## config.mk

```make
export PLATFORM = sky130hd
export DESIGN_NAME = mmfd_cfg_regs
export DESIGN_NICKNAME = d
export VERILOG_FILES = /design/src/sv/mmfd_pkg.sv /design/src/sv/mmfd_cfg_regs.sv
export SDC_FILE = /design/constraint.sdc
export NUM_CORES = 1
export LEC_CHECK = 0
export BUFFER_PORTS_ARGS = -buffer_cell sky130_fd_sc_hd__buf_2
export CAP_MARGIN = 5
export CORE_MARGIN = 8
export CORE_UTILIZATION = 45
export DETAILED_ROUTE_END_ITERATION = 8
export GPL_ROUTABILITY_DRIVEN = 1
export PLACE_DENSITY = 0.75
export SETUP_SLACK_MARGIN = 0.1
export SYNTH_ARGS = -nofsm -noshare
export SYNTH_HDL_FRONTEND = slang
export SYNTH_SLANG_ARGS = --single-unit
```

## constraint.sdc

```tcl
create_clock -name i_clk -period 2.15 [get_ports i_clk]
set_input_delay 0 -clock i_clk [delete_from_list [all_inputs] [get_ports i_clk]]
set_output_delay 0 -clock i_clk [all_outputs]
set_load 0.02 [all_outputs]
```

## src/sv/mmfd_pkg.sv

```systemverilog
// Shared types and constants for the MUSCL minmod flux-difference block.
`default_nettype none

package mmfd_pkg;

    // Field widths of the stream and configuration payloads
    localparam int CELL_W     = 32;
    localparam int INDEX_W    = 16;
    localparam int BETA_W     = 18;
    localparam int INV_W      = 31;
    localparam int CFG_IDX_W  = 2;
    localparam int CFG_DATA_W = 32;
    localparam int FILL_W     = 3;

    // Window fill levels: three cells only load, the fourth primes the flux
    localparam logic [FILL_W-1:0] WINDOW_CELLS = 3'd3;
    localparam logic [FILL_W-1:0] FILL_PRIMED  = 3'd4;

    // Flux selection
    localparam logic MODE_BURGERS = 1'b0;
    localparam logic MODE_LINEAR  = 1'b1;

    // Register reset values (1.0 in Q16.16)
    localparam logic [CELL_W-1:0] SPEED_RST = 32'h0001_0000;
    localparam logic [BETA_W-1:0] BETA_RST  = 18'h1_0000;
    localparam logic [INV_W-1:0]  INV_RST   = 31'h0001_0000;

    typedef enum logic [CFG_IDX_W-1:0] {
        CFG_FLUX_MODE = 2'd0,
        CFG_ADV_SPEED = 2'd1,
        CFG_LIM_BETA  = 2'd2,
        CFG_INV_WIDTH = 2'd3
    } t_cfg_idx;

    typedef struct packed {
        logic              flux_mode;
        logic [CELL_W-1:0] adv_speed;
        logic [BETA_W-1:0] beta;
        logic [INV_W-1:0]  inv_width;
    } t_cfg;

    // Datapath operations, one per cycle
    typedef enum logic [3:0] {
        OP_NONE,
        OP_BDM_L,
        OP_BDP_L,
        OP_BDM_R,
        OP_BDP_R,
        OP_SLOPE,
        OP_STATE,
        OP_SQ_L,
        OP_SQ_R,
        OP_DISS,
        OP_FLUX_B,
        OP_FLUX_LIN,
        OP_SCALE,
        OP_PREV
    } t_op;

    typedef struct packed {
        t_op        op;
        logic       load;
        logic [1:0] slot;
        logic       shift;
    } t_dp_cmd;

endpackage

`default_nettype wire

```

## src/sv/mmfd_cfg_regs.sv

```systemverilog
// Configuration register bank of the flux-difference block.
`default_nettype none

module mmfd_cfg_regs
    import mmfd_pkg::*;
(
    input  wire logic                  i_clk,
    input  wire logic                  i_rst_n,
    input  wire logic                  i_wr_valid,
    input  wire logic [CFG_IDX_W-1:0]  i_wr_index,
    input  wire logic [CFG_DATA_W-1:0] i_wr_data,
    output t_cfg                       o_cfg
);

    t_cfg r_cfg;
    t_cfg n_cfg;

    // Decode the write beat onto one register
    always_comb begin
        n_cfg = r_cfg;
        if (i_wr_valid) begin
            unique case (t_cfg_idx'(i_wr_index))
                CFG_FLUX_MODE: n_cfg.flux_mode = i_wr_data[0];
                CFG_ADV_SPEED: n_cfg.adv_speed = i_wr_data[CELL_W-1:0];
                CFG_LIM_BETA:  n_cfg.beta      = i_wr_data[BETA_W-1:0];
                CFG_INV_WIDTH: n_cfg.inv_width = i_wr_data[INV_W-1:0];
                default: ;
            endcase
        end
    end

    always_ff @(posedge i_clk) begin
        if (!i_rst_n) begin
            r_cfg.flux_mode <= MODE_BURGERS;
            r_cfg.adv_speed <= SPEED_RST;
            r_cfg.beta      <= BETA_RST;
            r_cfg.inv_width <= INV_RST;
        end else begin
            r_cfg <= n_cfg;
        end
    end

    assign o_cfg = r_cfg;

endmodule

`default_nettype wire

```

# --- Yosys cells after proc, flatten, opt, wreduce, memory -nomap -nowiden ---
# Cells that the tools add are included.
op_classes:
  n_eq_ne: 3
  reduce_logical: 5
op_table:
  columns: ["cell", "n"]
  rows:
  - ["$reduce_and 2->1", 4]
  - ["$eq 2x2->1 const B", 2]
  - ["$eq 2x1->1 const B", 1]
  - ["$logic_not 2->1", 1]
totals:
  regBits: 82
  input_bits: 37
  output_inout_bits: 82

# --- Depth between registers and ports, before layout ---
# Gate-level depths: netlist of run 1.
depth:
  ltp_word: 2
  mapped_depth: 5

# --- Worst setup path before layout of run 1 ---
# No wires, ideal clock.
synth_path:
  path_kind: "input-to-reg"
  startpoint: "input i_wr_index[1]"
  endpoint: "register r_cfg, in the netlist o_cfg[49]"
  t_arrival_ps: 636
  setup_slack_ps: 1443
  cell_stages: 4
  cell_sequence: "and3b_1 buf_6 buf_6 mux2i_1"
synth_between:
  elab_chain_cells: 2
synth_lines:
  columns: ["element", "line", "rtl"]
  rows:
  - ["from (decl)", "mmfd_cfg_regs.sv:10", "input wire logic [CFG_IDX_W-1:0] i_wr_index,"]
  - ["$eq 2x1->1", "mmfd_cfg_regs.sv:22", "unique case (t_cfg_idx'(i_wr_index))"]
  - ["$reduce_and 2->1 (no source line)", null, null]
  - ["to (signal assigned)", "mmfd_cfg_regs.sv:39", "r_cfg <= n_cfg;"]
  - ["to (decl)", "mmfd_cfg_regs.sv:15", "t_cfg r_cfg;"]
# Every way passes these cells.
# A chain may end at the register's enable or synchronous reset.

# --- Worst setup path after layout of run 1 ---
layout_path:
  startpoint: "input i_wr_index[1]"
  endpoint: "register r_cfg, in the netlist o_cfg[77]"
# The elaborated chain is that of the path after synthesis.

==> results of run 1 <==
## kinds of logic (layout without fill, tap and decap cells)
kind of cell / after synthesis / after routing / share of synthesized area
multiplexers: 82 / 82 / 0.2673
AND/OR/NAND/NOR: 118 / 118 / 0.1520
buffers and inverters: 22 / 173 / 0.04605
flip-flops: 82 / 82 / 0.5346
## layer usage
layer  up-vias  wire length [µm]  GRT usage  share of wire
met4         0               132    0.06494          0.017
li1       1281                 -          -              -
met5         -                 0          0              0
met1      1184              3360     0.1843           0.43
met3        11               686    0.07047          0.087
met2        81              3691     0.2643           0.47
## power groups by stage
| stage | combinational, mW | clock (mW) | sequential [mW] |
|---|---|---|---|
| 5_1_grt | 0.407 | 1.39 | 1.60 |
| 4_1_cts | 0.377 | 1.33 | 1.60 |
| 6_report | 0.375 | 1.30 | 1.60 |
| 3_3_place_gp | 0.324 | 0 | 1.63 |
| 3_5_place_dp | 0.329 | 0 | 1.63 |
| 2_1_floorplan | 0.146 | 0 | 1.70 |
## timing repair
item                      in CTS  in global routing
gates resized for setup        0                  0
hold buffers                  34                  0
hold endpoints to repair      82                  0
## area by class of cell
type / count / area, µm²
Clock inverter: 5 / 102.6
Fill cell: 549 / 2416
Tap cell: 80 / 100.1
Multi-Input combinational cell: 200 / 1294
Sequential cell: 82 / 1642
Clock buffer: 11 / 131.4
Timing Repair Buffer: 157 / 996.0
## worst min-delay path, delay by kind of cell
family,cells,cell delay (ns)
buf+inv,1,0.12
mux,1,0.11
simple gates,1,0.14
## final timing paths
path | end | slack (ns) | cells after the start
setup / recovery | o_cfg[77] | 0.69 | 5
setup reg to reg | o_cfg[47] | 1.52 | 2
hold / removal | o_cfg[81] | 0.08 | 3
hold reg to reg | o_cfg[69] | 0.46 | 2
## cell usage in the layout (no fill, tap or decap)
cell,n
nor2b_1,4
dlygate4sd3_1,34
nand2_1,110
buf_12,2
bufinv_16,3
mux2i_1,82
nor3b_1,1
and3b_2,1
nand3b_1,1
clkbuf_1,2
clkinv_2,1
nand3_2,1
clkinvlp_4,1
clkbuf_8,9
buf_4,4
dfxtp_1,82
buf_2,117
## through the flow
| stage | utilization | setup slack, ns | cell area, µm² |
|---|---|---|---|
| 2_1_floorplan | - | 1.443 | 3070 |
| 3_3_place_gp | 0.5524 | 0.9072 | 3691 |
| 3_5_place_dp | 0.5524 | 0.8675 | 3691 |
| 4_1_cts | 0.6384 | 0.6978 | 4265 |
| 5_1_grt | 0.6384 | 0.6236 | 4265 |
| 6_report | 0.6384 | 0.6892 | 4265 |
==> impl_metrics.tcl, run 1 <==
set metrics [dict create \
    status "finished, final reports clean" \
    first_pass_iters 6 \
    synth_edf_count 0 \
    antenna_found_initial 0 \
    ys_types 12 \
    antenna_left 0 \
    crit_buf_inv 3 \
    vias_per_cell 4.779 \
    std_cell_rows 30 \
    slew_violations 0 \
    syn-cell-area_um2 3070 \
    hold_path.class "in2reg" \
    grt_pass1_wl_um 13080 \
    cts_buffers 9 \
    n_antenna_cell 0 \
    drive_gt1_frac 0.3055 \
    rr_startpoint "o_cfg[47]" \
    ys.flop_type "dfxtp_1" \
    tightest_slew_ns 0.5367 \
    synth_area_leaders "dfxtp_1 53%, mux2i_1 27%, nand2_1 13%, buf_2 2.3%, buf_6 1.8%" \
    cts_tree "built" \
    synthArstFlopShare 0 \
    die-area_um2 9722 \
    start_kind "primary input" \
    syn_avg_cell_area_um2 10.10 \
    syn_nets 341 \
    start_util 0.4596 \
    ir_drop_mv 0.4338 \
    setup_viol 0 \
    finalWirelength_um 7871 \
    largest_register_ffs 82 \
    final.min_clock_period_ns 1.461 \
    post_cts_buffers 0 \
    min_from "i_wr_valid" \
    cpMaxStageDelayCell "and3b_2" \
    rsz0062_at_grt "no" \
    dp_hpwl_um 5291 \
    cts-root-buf "clkbuf_8" \
    power_frac_seq 0.489 \
    switching_share 0.2334 \
    grt_max_degree 54 \
    seq_area_frac_synth 0.5346 \
    hold_slack_ns 0.08310 \
    syn2layout_area_growth_pct 38.92 \
    vias 2557 \
    stdcell_count 535 \
    port_buffers 118 \
    clockBufferDepth 2 \
    setup_tns_ns 0 \
    critPathArrivalTime_ns 1.73 \
    die_w_um 98.60 \
    drc 0 \
    path_max_fanout 17 \
    ys_top_cells_by_count "110 x nand2_1, 82 x dfxtp_1, 82 x mux2i_1" \
    p_switching_mw 0.7630 \
    leakage_nw 2.215 \
    crit_start "i_wr_index[1]" \
    power_frac_comb 0.115 \
    nets 487 \
    ios 119 \
    grt_use_total 0.1630 \
    worstSetupEndpointType "flop" \
    yosys.area.top_type "dfxtp_1" \
    max_freq_ghz 0.6846 \
    wire_per_inst_um 14.71 \
    synth_seq_cells 82 \
    clock_latency_ns 0.33 \
    drt_first_iter_violations 60 \
    gp_congestion 0.7227 \
    critical_path_class "in2reg" \
    timing.final.crit_share 0.6794 \
    cp_top_family "buffers and inverters" \
    drv_cap 0 \
    clkPwrFrac 0.396 \
    dp.cells 485 \
    yosysMostFrequentCell "nand2_1" \
    worstPathRequired_ns 2.42 \
    gr-total-overflow 0 \
    max-slew-margin-rel 0.6422 \
    cts_sinks 82 \
    skew_ns 0 \
    path_clk_slew_ns 0.08 \
    yosysTopAreaCellShare 0.5346 \
    power_density_nw_per_um2 766.4 \
    cts_max_level 3 \
    hold_viol 0 \
    yosys_warnings 0 \
    p_total_mw 3.269 \
    crit_path_max_incr_delay_ns 0.59 \
    grt_pass1_vias 2672 \
    synth_cells 304 \
    p_int_mw 2.506 \
    die_height_um 98.60 \
    worstPathCellList "dlygate4sd3_1 > buf_2 > and3b_2 > buf_12 > mux2i_1" \
    core-area_um2 6681 \
]
(Power assumes the default switching activity.)
==> inputs of run 2 (changes only) <==
Settings changed: CORE_UTILIZATION 45 to 43.
Clock period 2.15 ns to 1.33 ns, I/O delays scaled along.
==> impl_metrics.tcl, run 2 (synthesized netlist as in run 1, its figures left out) <==
set metrics [dict create \
    status "finished, final reports clean" \
    rsz0062_at_grt "no" \
    layout_common_cells "117 x buf_2, 110 x nand2_1, 82 x mux2i_1, 82 x dfxtp_1, 34 x dlygate4sd3_1" \
    first_pass_iters 4 \
    design_area_um2 4309 \
    cts_sinks 82 \
    antenna_left 0 \
    start_util 0.4326 \
    gp_congestion 0.7550 \
    timing.final.crit_share 0.8630 \
    start_kind "primary input" \
    std_cell_rows 31 \
    nets 488 \
    gr-total-overflow 0 \
    n_antenna_cell 0 \
    layout_setup_ws_ns 0.1822 \
    worstPathCellList "dlygate4sd3_1 > buf_2 > and3b_2 > buf_12 > mux2i_1" \
    layout_commonest_cell "buf_2" \
    syn2layout_area_growth_pct 40.34 \
    antenna_found_initial 0 \
    drive_gt1_frac 0.3070 \
    hold_viol 0 \
    wire_per_inst_um 14.23 \
    core-area_um2 7098 \
    clock_latency_ns 0.33 \
    cts_max_level 3 \
    max-slew-margin-rel 0.7618 \
    drv_cap 0 \
    cpMaxStageDelayCell "dlygate4sd3_1" \
    skew_ns 0 \
    drc 0 \
    die-area_um2 10100 \
    path_clk_slew_ns 0.08 \
    power_density_nw_per_um2 1231 \
    slew_violations 0 \
    tightest_slew_ns 0.3574 \
    vias_per_cell 4.622 \
    die_w_um 100.5 \
    hold_path.class "in2reg" \
    port_buffers 118 \
    cp_top_family "buffers and inverters" \
    path_max_fanout 32 \
    crit_path_max_incr_delay_ns 0.53 \
    leakage_nw 2.226 \
    critical_path_class "in2reg" \
    ir_drop_mv 0.6659 \
    vias 2565 \
    setup_tns_ns 0 \
    stdcell_count 555 \
    dp_hpwl_um 5285 \
    post_dp_cell_area_um2 3735 \
    worstPathRequired_ns 1.59 \
    grt_pass1_vias 2770 \
    max_freq_ghz 0.8712 \
    critPathArrivalTime_ns 1.41 \
    num-fill-cells 598 \
    grt_use_total 0.1586 \
    final.min_clock_period_ns 1.148 \
    ios 119 \
    drt_first_iter_violations 63 \
    grt_pass1_wl_um 12950 \
    cts-root-buf "clkbuf_8" \
    worstSetupEndpointType "flop" \
    largest_register_ffs 82 \
    finalWirelength_um 7899 \
    setup_viol 0 \
    grt_max_degree 57 \
    dp.cells 505 \
    crit_buf_inv 3 \
    clockBufferDepth 2 \
    die_height_um 100.5 \
    dpl_worst_slack_ns 0.3779 \
    cts_tree "built" \
    cts_buffers 9 \
]
[run 2: worst paths after layout]
path                      start         to  slack, ns  cells after the start
setup / recovery  i_wr_index[1]  o_cfg[60]       0.18                      5
hold / removal          i_rst_n  o_cfg[66]       0.05                      3
hold reg to reg       o_cfg[77]  o_cfg[77]       0.46                      2
setup reg to reg      o_cfg[24]  o_cfg[24]       0.70                      2
[run 2: tightest hold or removal path, cell delays in order]
cell,delay (ns)
buf_4,0.19
nand2_1,0.09
mux2i_1,0.05
[run 2: timing repair]
item | CTS | global route
endpoints found under the setup margin | 0 | 0
hold endpoints to repair | 82 | 0
buffers inserted | 0 | 0
resized for setup | 0 | 0
hold buffers | 34 | 0
[run 2: layout make-up]
| cell class | count | area (µm²) | area share |
|---|---|---|---|
| repair buffers | 158 | 1016 | 0.2358 |
| clock buffers | 11 | 131.4 | 0.03049 |
| flip-flops and latches | 82 | 1642 | 0.3810 |
| multi-input cells | 200 | 1294 | 0.3002 |
| clock inverters | 5 | 102.6 | 0.02381 |
| well taps | 99 | 123.9 | 0.02875 |
[run 2: layer usage]
| metal | track usage | vias to the layer above | part of all wire |
|---|---|---|---|
| li1 | - | 1288 | - |
| met1 | 0.1771 | 1194 | 0.42 |
| met2 | 0.2713 | 71 | 0.49 |
| met3 | 0.05456 | 12 | 0.073 |
| met4 | 0.06047 | 0 | 0.014 |
| met5 | 0 | - | 0 |
[run 2: through the flow]
step	utilization	hold WS, ns	total power, mW
2_1_floorplan	-	0.1421	2.981
3_3_place_gp	0.5262	0.2578	3.165
3_5_place_dp	0.5262	0.2563	3.177
4_1_cts	0.6071	0.03995	5.351
5_1_grt	0.6071	0.05122	5.504
6_report	0.6071	0.04989	5.305
[run 2: power breakdown]
part,switching [mW],total [mW],internal (mW)
clock,0.862,2.11,1.25
combinational,0.342,0.612,0.270
sequential,0.0440,2.58,2.54
total,1.25,5.30,4.06
