## config.mk

```make
export PLATFORM = sky130hd
export DESIGN_NAME = mmfd_ctrl
export DESIGN_NICKNAME = d
export VERILOG_FILES = /design/src/sv/mmfd_pkg.sv /design/src/sv/mmfd_ctrl.sv
export SDC_FILE = /design/constraint.sdc
export NUM_CORES = 1
export LEC_CHECK = 0
export BUFFER_PORTS_ARGS = -buffer_cell sky130_fd_sc_hd__buf_2
export CAP_MARGIN = 20
export CORE_ASPECT_RATIO = 0.6
export CORE_MARGIN = 8
export CORE_UTILIZATION = 40
export DETAILED_ROUTE_END_ITERATION = 16
export REMOVE_ABC_BUFFERS = 1
export SYNTH_ARGS = -nofsm -noshare
export SYNTH_HDL_FRONTEND = slang
export SYNTH_SLANG_ARGS = --single-unit
```

## constraint.sdc

```tcl
create_clock -name i_clk -period 4.5 [get_ports i_clk]
set_clock_uncertainty 0.15 [all_clocks]
set_input_delay 1.35 -clock i_clk [delete_from_list [all_inputs] [get_ports i_clk]]
set_output_delay 1.35 -clock i_clk [all_outputs]
set_load 0.05 [all_outputs]
```

## src/sv/mmfd_pkg.sv

```systemverilog
// Shared types and constants for the MUSCL minmod flux-difference block.
`default_nettype none

package mmfd_pkg;

    // Field widths of the stream and configuration payloads
    localparam int CELL_W     = 32;
    localparam int INDEX_W    = 16;
    localparam int BETA_W     = 18;
    localparam int INV_W      = 31;
    localparam int CFG_IDX_W  = 2;
    localparam int CFG_DATA_W = 32;
    localparam int FILL_W     = 3;

    // Window fill levels: three cells only load, the fourth primes the flux
    localparam logic [FILL_W-1:0] WINDOW_CELLS = 3'd3;
    localparam logic [FILL_W-1:0] FILL_PRIMED  = 3'd4;

    // Flux selection
    localparam logic MODE_BURGERS = 1'b0;
    localparam logic MODE_LINEAR  = 1'b1;

    // Register reset values (1.0 in Q16.16)
    localparam logic [CELL_W-1:0] SPEED_RST = 32'h0001_0000;
    localparam logic [BETA_W-1:0] BETA_RST  = 18'h1_0000;
    localparam logic [INV_W-1:0]  INV_RST   = 31'h0001_0000;

    typedef enum logic [CFG_IDX_W-1:0] {
        CFG_FLUX_MODE = 2'd0,
        CFG_ADV_SPEED = 2'd1,
        CFG_LIM_BETA  = 2'd2,
        CFG_INV_WIDTH = 2'd3
    } t_cfg_idx;

    typedef struct packed {
        logic              flux_mode;
        logic [CELL_W-1:0] adv_speed;
        logic [BETA_W-1:0] beta;
        logic [INV_W-1:0]  inv_width;
    } t_cfg;

    // Datapath operations, one per cycle
    typedef enum logic [3:0] {
        OP_NONE,
        OP_BDM_L,
        OP_BDP_L,
        OP_BDM_R,
        OP_BDP_R,
        OP_SLOPE,
        OP_STATE,
        OP_SQ_L,
        OP_SQ_R,
        OP_DISS,
        OP_FLUX_B,
        OP_FLUX_LIN,
        OP_SCALE,
        OP_PREV
    } t_op;

    typedef struct packed {
        t_op        op;
        logic       load;
        logic [1:0] slot;
        logic       shift;
    } t_dp_cmd;

endpackage

`default_nettype wire

```

## src/sv/mmfd_ctrl.sv

```systemverilog
// Row framing and step sequencer of the flux-difference block.
`default_nettype none

module mmfd_ctrl
    import mmfd_pkg::*;
(
    input  wire logic               i_clk,
    input  wire logic               i_rst_n,
    input  wire logic               i_in_valid,
    input  wire logic               i_in_first,
    input  wire logic               i_in_last,
    output logic                    o_in_ready,
    input  wire logic               i_out_ready,
    output logic                    o_out_valid,
    output logic [INDEX_W-1:0]      o_out_index,
    output logic                    o_out_done,
    input  wire logic               i_flux_mode,
    output t_dp_cmd                 o_cmd
);

    typedef enum logic [3:0] {
        S_IDLE,
        S_BDM_L,
        S_BDP_L,
        S_BDM_R,
        S_BDP_R,
        S_SLOPE,
        S_STATE,
        S_SQ_L,
        S_SQ_R,
        S_DISS,
        S_FLUX_B,
        S_FLUX_LIN,
        S_SCALE
    } t_state;

    t_state               r_state, n_state;
    logic [FILL_W-1:0]    r_fill, n_fill;
    logic [INDEX_W-1:0]   r_cnt, n_cnt;
    logic                 r_job_emit, n_job_emit;
    logic                 r_job_last, n_job_last;
    logic [INDEX_W-1:0]   r_job_index, n_job_index;
    logic                 r_out_valid, n_out_valid;
    logic [INDEX_W-1:0]   r_out_index, n_out_index;
    logic                 r_out_done, n_out_done;

    logic                 w_accept;
    logic [FILL_W-1:0]    w_fill_eff;
    logic [INDEX_W-1:0]   w_cnt_eff;

    assign w_accept   = i_in_valid && (r_state == S_IDLE);
    assign w_fill_eff = i_in_first ? '0 : r_fill;
    assign w_cnt_eff  = i_in_first ? '0 : r_cnt;

    // Sequence one cell through the datapath
    always_comb begin
        n_state     = r_state;
        n_fill      = r_fill;
        n_cnt       = r_cnt;
        n_job_emit  = r_job_emit;
        n_job_last  = r_job_last;
        n_job_index = r_job_index;
        n_out_valid = r_out_valid && !i_out_ready;
        n_out_index = r_out_index;
        n_out_done  = r_out_done;
        o_cmd.op    = OP_NONE;
        o_cmd.load  = 1'b0;
        o_cmd.slot  = '0;
        o_cmd.shift = 1'b0;
        unique case (r_state)
            S_IDLE: begin
                if (w_accept) begin
                    if (w_fill_eff < WINDOW_CELLS) begin
                        o_cmd.load = 1'b1;
                        o_cmd.slot = w_fill_eff[1:0];
                        n_fill     = w_fill_eff + 3'd1;
                        n_cnt      = w_cnt_eff;
                    end else begin
                        o_cmd.shift = 1'b1;
                        n_state     = S_BDM_L;
                        n_job_emit  = (w_fill_eff == FILL_PRIMED);
                        n_job_last  = i_in_last;
                        n_job_index = w_cnt_eff;
                        n_fill      = FILL_PRIMED;
                        n_cnt       = (w_fill_eff == FILL_PRIMED)
                                    ? w_cnt_eff + 16'd1 : w_cnt_eff;
                    end
                    if (i_in_last) begin
                        n_fill = '0;
                        n_cnt  = '0;
                    end
                end
            end
            S_BDM_L: begin
                o_cmd.op = OP_BDM_L;
                n_state  = S_BDP_L;
            end
            S_BDP_L: begin
                o_cmd.op = OP_BDP_L;
                n_state  = S_BDM_R;
            end
            S_BDM_R: begin
                o_cmd.op = OP_BDM_R;
                n_state  = S_BDP_R;
            end
            S_BDP_R: begin
                o_cmd.op = OP_BDP_R;
                n_state  = S_SLOPE;
            end
            S_SLOPE: begin
                o_cmd.op = OP_SLOPE;
                n_state  = S_STATE;
            end
            S_STATE: begin
                o_cmd.op = OP_STATE;
                n_state  = (i_flux_mode == MODE_LINEAR) ? S_FLUX_LIN : S_SQ_L;
            end
            S_SQ_L: begin
                o_cmd.op = OP_SQ_L;
                n_state  = S_SQ_R;
            end
            S_SQ_R: begin
                o_cmd.op = OP_SQ_R;
                n_state  = S_DISS;
            end
            S_DISS: begin
                o_cmd.op = OP_DISS;
                n_state  = S_FLUX_B;
            end
            S_FLUX_B: begin
                o_cmd.op = OP_FLUX_B;
                n_state  = S_SCALE;
            end
            S_FLUX_LIN: begin
                o_cmd.op = OP_FLUX_LIN;
                n_state  = S_SCALE;
            end
            S_SCALE: begin
                if (!r_job_emit) begin
                    // Priming cell: keep the flux, give no beat
                    o_cmd.op = OP_PREV;
                    n_state  = S_IDLE;
                end else if (!r_out_valid || i_out_ready) begin
                    o_cmd.op    = OP_SCALE;
                    n_out_valid = 1'b1;
                    n_out_index = r_job_index;
                    n_out_done  = r_job_last;
                    n_state     = S_IDLE;
                end
            end
            default: n_state = S_IDLE;
        endcase
    end

    always_ff @(posedge i_clk) begin
        if (!i_rst_n) begin
            r_state     <= S_IDLE;
            r_fill      <= '0;
            r_cnt       <= '0;
            r_job_emit  <= 1'b0;
            r_job_last  <= 1'b0;
            r_job_index <= '0;
            r_out_valid <= 1'b0;
            r_out_index <= '0;
            r_out_done  <= 1'b0;
        end else begin
            r_state     <= n_state;
            r_fill      <= n_fill;
            r_cnt       <= n_cnt;
            r_job_emit  <= n_job_emit;
            r_job_last  <= n_job_last;
            r_job_index <= n_job_index;
            r_out_valid <= n_out_valid;
            r_out_index <= n_out_index;
            r_out_done  <= n_out_done;
        end
    end

    assign o_in_ready  = (r_state == S_IDLE);
    assign o_out_valid = r_out_valid;
    assign o_out_index = r_out_index;
    assign o_out_done  = r_out_done;

    // The result register is only overwritten once its beat has gone
    a_scale_free: assert property (@(posedge i_clk) disable iff (!i_rst_n)
        (o_cmd.op == OP_SCALE) |-> (!r_out_valid || i_out_ready))
        else $error("result overwritten before it was taken");

    a_fill_bound: assert property (@(posedge i_clk) disable iff (!i_rst_n)
        r_fill <= FILL_PRIMED)
        else $error("window fill level out of range");

    a_row_end: assert property (@(posedge i_clk) disable iff (!i_rst_n)
        (w_accept && i_in_last) |=> (r_fill == '0 && r_cnt == '0))
        else $error("row framing not cleared after last cell");

    a_result_src: assert property (@(posedge i_clk) disable iff (!i_rst_n)
        $rose(r_out_valid) |-> ($past(r_state) == S_SCALE && $past(r_job_emit)))
        else $error("result raised outside the scaling step");

endmodule

`default_nettype wire

```

* Yosys cells after proc, flatten, opt, wreduce, memory -nomap -nowiden
Cells that the tools add are included.
Widths: inputs -> output; s select.
** Storage, ports and cells
- Logic and storage cells :: 63
- Output and inout bits :: 27
- Bits of input ports :: 7
- Register bits after elaboration :: 59
** Operators by class
- Bitwise logic cells :: 1
- Muxes and demuxes :: 23
- Reductions and logical operators :: 11
- $add $sub $neg :: 2
- Magnitude comparators :: 1
- Eq/ne operators :: 16
** Operators by type and width (count)
- $pmux 4 s12 :: 2
- $mux 16 :: 4
- $mux 4 :: 9
- $eq 4x4->1 const B :: 5
- $add 16x1->16 const B :: 1
- $eq 4x3->1 const B :: 4
- $mux 3 :: 4
- $reduce_and 3->1 :: 3
- $eq 4x2->1 const B :: 2
- $eq 4x1->1 const B :: 1
- $logic_not 4->1 :: 1
- $mux 1 :: 4
- $add 3x1->3 const B :: 1
- $eq 3x3->1 const B :: 1
- $lt 3x2->1 const B :: 1
- $ne 3x3->1 const B :: 1
- $logic_and 1x1->1 :: 2
- $logic_not 1->1 :: 2
- $ne 2x1->1 const B :: 1
- $ne 2x2->1 const B :: 1
- $reduce_and 2->1 :: 1
- $reduce_or 2->1 :: 1
- $logic_or 1x1->1 :: 1
- $not 1->1 :: 1

* Longest topological paths before layout
Gate-level depths: netlist of run 1.
- Depth in word-level cells :: 5
- Depth in mapped cells :: 10
- Depth with buffers taken out :: 7

* Least setup slack after synthesis of run 1
Ideal clock, no wire load.
- Kind :: reg2out
- From :: register r_state[1]
- To :: output port o_cmd[1] (netlist bit)
- Path slack :: 0.139 ns
- Buffers on the path :: 2
- Cell stages (with the launch flop) :: 6
- Required time :: 3.000 ns
- Arrival time :: 2.861 ns
- Cell sequence :: dfxtp_1 buf_6 nor4_4 nand2_1 clkbuf_1 nor3_1
** RTL lines
- from (decl) :: line mmfd_ctrl.sv:37 : t_state r_state, n_state;
- from (signal assigned) :: line mmfd_ctrl.sv:167 : r_state <= n_state;
- to (decl) :: line mmfd_ctrl.sv:18 : output t_dp_cmd o_cmd

==> results of run 1 <==
routing by layer:
metal,vias up,track usage [%],share of wire [%]
met5,-,0,0
met4,0,3.748,0.73
met3,9,6.285,7.2
met2,73,21.62,41
met1,1182,21.66,51
li1,1236,-,-
power breakdown:
group	switching [mW]	internal, mW	leakage, nW
Sequential	0.000795	0.524	0.475
Combinational	0.0319	0.0110	0.753
Clock	0.231	0.553	0.169
flip-flops by register name (all words and copies together) (netlist names):
name / count
o_out_index: 16
r_fill: 3
o_out_valid: 1
r_job_emit: 1
o_out_done: 1
r_job_index: 16
r_job_last: 1
r_state: 4
r_cnt: 16
Yosys cell counts (4+ instances only):
cell type,instances,area share [%]
sky130_fd_sc_hd__dfxtp_1,59,44
sky130_fd_sc_hd__nand2_1,42,5.8
sky130_fd_sc_hd__a21oi_1,36,6.6
sky130_fd_sc_hd__nor2_1,26,3.6
sky130_fd_sc_hd__nand3_1,21,3.9
sky130_fd_sc_hd__mux2i_1,17,6.3
sky130_fd_sc_hd__clkbuf_1,15,2.1
sky130_fd_sc_hd__o21ai_0,10,1.8
sky130_fd_sc_hd__a31oi_1,9,2.1
sky130_fd_sc_hd__inv_1,8,1.1
sky130_fd_sc_hd__nand4_1,7,1.6
sky130_fd_sc_hd__nor3_1,7,1.3
sky130_fd_sc_hd__nor2b_1,6,1.4
sky130_fd_sc_hd__or4_1,5,1.4
sky130_fd_sc_hd__and2_1,4,0.92
sky130_fd_sc_hd__or3_1,4,0.92
area by class of cell:
cell class | count | area, µm²
repair buffers | 39 | 210.2
clock buffers | 11 | 242.7
clock inverters | 5 | 100.1
multi-input cells | 238 | 1393
well taps | 87 | 108.9
inverters | 10 | 37.54
flip-flops and latches | 59 | 1181
fillers | 641 | 3346
final timing paths:
path                            cells after the start  slack [ps]      startpoint              to
worst max register to register                      4        2230      r_state[1]        r_cnt[4]
worst min-delay path                                2         300  r_job_index[4]  r_job_index[4]
worst min register to register                      2         300  r_job_index[4]  r_job_index[4]
worst max-delay path                                6         570      i_in_first        o_cmd[1]
stage by stage:
stage               cell area, µm²  worst slack (ps)  power, mW  hold WS, ps  instances
floorplan                     2611             169.0     0.5580        281.2        307
global placement              2930             617.3     0.5777        291.5        433
detailed placement            2930             567.8     0.5782        296.9        433
CTS                           3273             560.0      1.363        303.2        449
global route                  3273             459.7      1.398        316.4        449
finish                        3273             568.0      1.352        303.5        449
logic make-up (layout without fill, tap and decap cells):
family / Yosys count / count (layout) / synth area share [%]
flip-flops: 59 / 59 / 43.58
adder cells (fa/ha/maj): 2 / 2 / 0.9232
buffers and inverters: 32 / 65 / 5.032
AND/OR/NAND/NOR: 141 / 141 / 26.73
AO/OA/AOI/OAI: 78 / 78 / 17.45
multiplexers: 17 / 17 / 6.279
tightest hold or removal path: stages, from the launching register on:
cell and delay, ps:
sky130_fd_sc_hd__dfxtp_1 310, sky130_fd_sc_hd__nand2_1 50, sky130_fd_sc_hd__a21oi_1 50
==> run summary, run 1 <==
The run finished with clean final reports. For this design the static power due to leakage is 1.398 nW. The final route contains 2500 vias. The post-detailed-routing wire length is 7088 µm.

The number of antenna diodes in the final layout is 0. For this run, the share of the core covered by cells in the final layout is 49.45%. The gate count of the mapped netlist is 329. The cell area that synthesis handed to floorplanning was 2710 µm². The floorplan step defined a core boundary enclosing 6619 µm². The number of DRC markers after the initial detailed-route iteration is 206. Clock-pin slew was measured on the worst setup and hold paths at 50 ps. In this run, synthesis inferred 0 flip-flops with an integrated enable. The initial antenna violation count is 0. The path class of the tightest hold or removal check is reg -> reg.

The die span in x is 122.3 µm. The worst setup path is launched from an input pin. Timing would allow up to 254.3 MHz.

The data arrival at the endpoint of the critical path came out at 2430 ps. Counting flops and latches in the post-synthesis netlist gives 59. CTS saw 59 sinks. After detailed routing, the average wire length per cell comes to 15.79 µm.

The number of synthesis warnings came out at 0. The tree is rooted in a sky130_fd_sc_hd__clkbuf_16. The cell type group with the largest total delay on the critical path is buffers and inverters. The post-CTS setup buffer count came out at 0. The worst ir drop on vdd is 208.7 µV.

34 I/O pins were placed. The nature of the critical path endpoint is a primary output. The final-layout setup total negative slack came out at 0 ps. The critical setup path kind is in -> out. Routability-driven placement finished with a final weighted congestion of 0.9015. The HPWL after detailed placement is 5087 µm. The relative slew slack came out at 56.74%. Leaving out fill and tap cells, the most frequent cell in the layout is sky130_fd_sc_hd__dfxtp_1.

The final number of max-transition violations is 0. The clock insertion delay at the later pin of the skew report is 330 ps. The largest fanout of any net on the critical path came out at 15. The DRC violations left is 0. The routed via count divided by cell count came out at 5.568. The number of CTS-inserted buffers came out at 9. The initial core utilization is 40.95%. The delay contributed by the slowest stage of the critical path came out at 290 ps.

The total track usage is 15.55%. The number of global-route vias before repair is 2304. The number of hold violations in the final report came to 0.

The portion of the clock cycle consumed by the worst path in the final layout is 87.38%. Setup repair after global routing left no endpoint under its margin. In the synthesized netlist the async set-or-reset flop fraction comes to 0%. The data required time of the critical path came out at 3000 ps. The ratio of cells with drive above 1 in the final layout is 16.57%. The slowest stage of the critical path belongs to the cell sky130_fd_sc_hd__buf_2.

The final net count is 366. The area of the die came out at 9752 µm². Across the run, the number of max-cap violations was 0.

The critical path's most frequent cell is sky130_fd_sc_hd__buf_2. The hold buffer count at cts is 0. The overflow left after global routing is 0. The wire length of the first global-routing pass came out at 11810 µm.

CTS built an H-tree with a depth of 3. The signal on the critical path passes through buf_2 -> clkinv_1 -> buf_4 -> nand2_1 -> nor3_1 -> buf_2. The largest buffer count on any clock path is 2. Gates resized during post-CTS repair numbered 0.

TritonCTS built the clock tree. The top cell types in the final layout, fill and taps aside, are 59 x sky130_fd_sc_hd__dfxtp_1, 42 x sky130_fd_sc_hd__nand2_1, 36 x sky130_fd_sc_hd__a21oi_1, 33 x sky130_fd_sc_hd__buf_2, 26 x sky130_fd_sc_hd__nor2_1. Sequential cells were found to cover 43.58% of the synthesized design area. The first-pass iteration count of the detailed router is 4. The antenna violation net count after detailed routing came out at 0. Row generation in the floorplan step produced 23 rows. In the synthesized netlist the dominant register cell turns out to be sky130_fd_sc_hd__dfxtp_1. The die is 79.76 µm tall. The smallest clock period supported by the final layout is computed as 3932 ps. The average cell area after synthesis is 8.237 µm². After synthesis, the netlist uses 48 different library cells. At the pin with the least slew margin, the transition time is 648.2 ps. The number of endpoints failing setup at the final stage came out at 0. The largest net degree at the start of global routing is 32.

The total power divided by cell area came out at 413.1 nW/µm². Compared with the post-synthesis result, the final layout area differs by 20.78%. The number of buffer and inverter instances along the worst setup path came out at 4. The number of port buffers is 33.
(Power assumes the default switching activity.)
==> run 2, diff against run 1 <==
--- a/config.mk
+++ b/config.mk
@@ -10,6 +10,7 @@
 export CORE_ASPECT_RATIO = 0.6
 export CORE_MARGIN = 8
 export CORE_UTILIZATION = 40
+export CTS_BUF_LIST = sky130_fd_sc_hd__clkbuf_2
 export DETAILED_ROUTE_END_ITERATION = 16
 export REMOVE_ABC_BUFFERS = 1
 export SYNTH_ARGS = -nofsm -noshare
==> run 2 against run 1 <==
Clock-buffer cell count shrank 1. Die area did not move. Worst hold slack improved by 13 ps. Power shrank 26%. Largest cell class unchanged. Setup slack lost 7.1 ps. Cell count did not move. Combinational power about the same. Core utilization down 2.9 points. Via count decreased by 1.3%. Clock power shrank 45%. Maximum frequency is 0.18% lower.
==> run summary, run 2 (synthesis results as in run 1) <==
The post-CTS setup buffer count is 0 (unchanged). The hold buffer count at cts is 0 (unchanged). The post-cts resize count is 0 (unchanged). The area of the die came out at 9752 µm² (unchanged). The antenna cell count came to 0 (unchanged). The first-pass iteration count of the detailed router is 4 (unchanged).

The slowest stage cell on the critical path was sky130_fd_sc_hd__buf_2 (unchanged). Outcome: finished clean (unchanged). The synthesis-to-finish area growth is 13.80% (was 20.78%).

The initial core utilization is 40.95% (unchanged). The wire length of the first global-routing pass is 11530 µm (was 11810 µm). The HPWL after detailed placement was 5087 µm (unchanged). The floorplan core area is 6619 µm² (unchanged). The minimum hold slack came out at 316.8 ps (was 303.5 ps).

The worst-margin pin slew is 642.6 ps (was 648.2 ps). The critical path's most frequent cell is sky130_fd_sc_hd__buf_2 (unchanged). The total power divided by cell area is 325.0 nW/µm² (was 413.1 nW/µm²). The data required time of the critical path came out at 3000 ps (about the same). The routed length per placed instance came out at 15.60 µm (was 15.79 µm).

The largest buffer count on any clock path is 2 (unchanged). The antenna violation net count after detailed routing came out at 0 (unchanged). The DRC violations left is 0 (unchanged). The final number of max-transition violations came out at 0 (unchanged). The post-detailed-routing wire length is 7006 µm (was 7088 µm).

The via count of the routed design came to 2467 (was 2500). The die span in x came out at 122.3 µm (unchanged). The nature of the critical path endpoint is a primary output (unchanged). The number of DRC markers after the initial detailed-route iteration came out at 173 (was 206). The initial antenna violation count came out at 0 (unchanged). The floorplan die height came out at 79.76 µm (unchanged). The setup slack at placement is 567.8 ps (unchanged). The CTS tree is done (unchanged). The number of hold violations in the final report came out at 0 (unchanged). The number of CTS-inserted buffers came out at 9 (unchanged). The final weighted congestion in routability-driven placement is 0.9015 (unchanged). The worst ir drop on vdd came to 113.2 µV (was 208.7 µV). The most common library cell in the layout ignoring fill and taps is sky130_fd_sc_hd__dfxtp_1 (unchanged). The minimum clock period after layout came out at 3939 ps (was 3932 ps). The clock tree root driver cell is sky130_fd_sc_hd__clkbuf_2 (was sky130_fd_sc_hd__clkbuf_16). The maximum level of the CTS H-tree is 3 (unchanged). The number of port buffers is 33 (unchanged). The launching element type of the critical path was an input pin (unchanged).

The largest fanout of any net on the critical path is 15 (unchanged). The clock sink count came out at 59 (unchanged). The boundary pin count is 34 (unchanged). The max-capacitance violation count came out at 0 (unchanged).

The routed via count divided by cell count is 5.494 (was 5.568). The delay contributed by the slowest stage of the critical path came out at 290 ps (about the same). The number of core rows came to 23 (unchanged).

The number of global-route vias before repair is 2264 (was 2304). The highest attainable clock frequency is 253.9 MHz (was 254.3 MHz). The ratio of cells with drive above 1 in the final layout was 16.57% (unchanged). The clock-pin slew on the worst setup and hold paths came out at 150 ps (was 50 ps). The post-layout utilization of the core is 46.60% (was 49.45%).

The placed cell count is 433 (unchanged). The overflow left after global routing is 0 (unchanged). The number of endpoints failing setup at the final stage was 0 (unchanged). The critical setup path kind is in -> out (unchanged). The final net count is 366 (unchanged). Most frequent cells in the layout: 59 x sky130_fd_sc_hd__dfxtp_1, 42 x sky130_fd_sc_hd__nand2_1, 36 x sky130_fd_sc_hd__a21oi_1, 33 x sky130_fd_sc_hd__buf_2, 26 x sky130_fd_sc_hd__nor2_1 (unchanged). The final-layout setup total negative slack is 0 ps (unchanged). Setup repair after global routing missed its margin: false (unchanged). The portion of the clock cycle consumed by the worst path in the final layout came out at 87.54% (was 87.38%). The static leakage power came out at 1.321 nW (was 1.398 nW). The count of fill cells added during filler insertion is 670 (was 641).

The post-route non-filler standard cell count is 449 (unchanged). The data arrival at the endpoint of the critical path came out at 2440 ps (was 2430 ps). The path category of the worst min-delay check was reg -> reg (unchanged). The clock insertion delay at the later pin of the skew report was 480 ps (was 330 ps). Cell Chain, Critical Path: buf_2 -> clkinv_1 -> buf_4 -> nand2_1 -> nor3_1 -> buf_2 (unchanged).

The final setup slack of the worst path is 560.9 ps (was 568.0 ps). The largest net degree at the start of global routing came out at 32 (unchanged). The relative slew slack came to 57.11% (was 56.74%). The total track usage is 14.96% (was 15.55%).
[run 2: cell count changes in the layout (fill, tap and decap cells not counted), sizes merged]
cell and delta:
clkbuf -1, clkinv +1
[run 2: path summary, 6_finish.rpt]
kind | cells past startpoint | endpoint | slack (ps) | from
worst max-delay path | 6 | o_cmd[1] | 560 | i_in_first
worst min-delay path | 2 | r_job_index[4] | 320 | r_job_index[4]
worst max register to register | 4 | r_cnt[4] | 2220 | r_state[1]
worst min register to register | 2 | r_job_index[4] | 320 | r_job_index[4]
[run 2: worst max-delay path: cells and delay by family]
kind	cells	cell delay (ps)
buf+inv	4	760
simple gates	2	310
[run 2: area by class of cell]
cell class,count,area (µm²),share of cell area [%]
Timing Repair Buffer,39,210.2,6.815
Inverter,10,37.54,1.217
Clock inverter,6,103.9,3.367
Multi-Input combinational cell,238,1393,45.15
Tap cell,87,108.9,3.529
Clock buffer,10,50.05,1.623
Sequential cell,59,1181,38.30
[run 2: layer usage]
layer	up-vias	share of wire (%)	GRT usage [%]	wire (µm)
met2	75	41	21.13	2872
met5	-	0	0	0
met1	1149	51	21.16	3576
met3	8	7.3	5.508	512
met4	0	0.63	2.902	44
li1	1235	-	-	-
[run 2: metrics by stage]
stage	power [mW]	cell area (µm²)
2_1_floorplan	0.5580	2611
3_3_place_gp	0.5777	2930
3_5_place_dp	0.5782	2930
4_1_cts	1.010	3084
5_1_grt	1.043	3084
6_report	1.002	3084
[run 2: report_power, final]
| group | switching (mW) | total (mW) | internal, mW |
|---|---|---|---|
| Sequential | 0.000809 | 0.524 | 0.524 |
| Clock | 0.197 | 0.435 | 0.239 |
| Combinational | 0.0318 | 0.0428 | 0.0110 |
| Total | 0.229 | 1.00 | 0.773 |
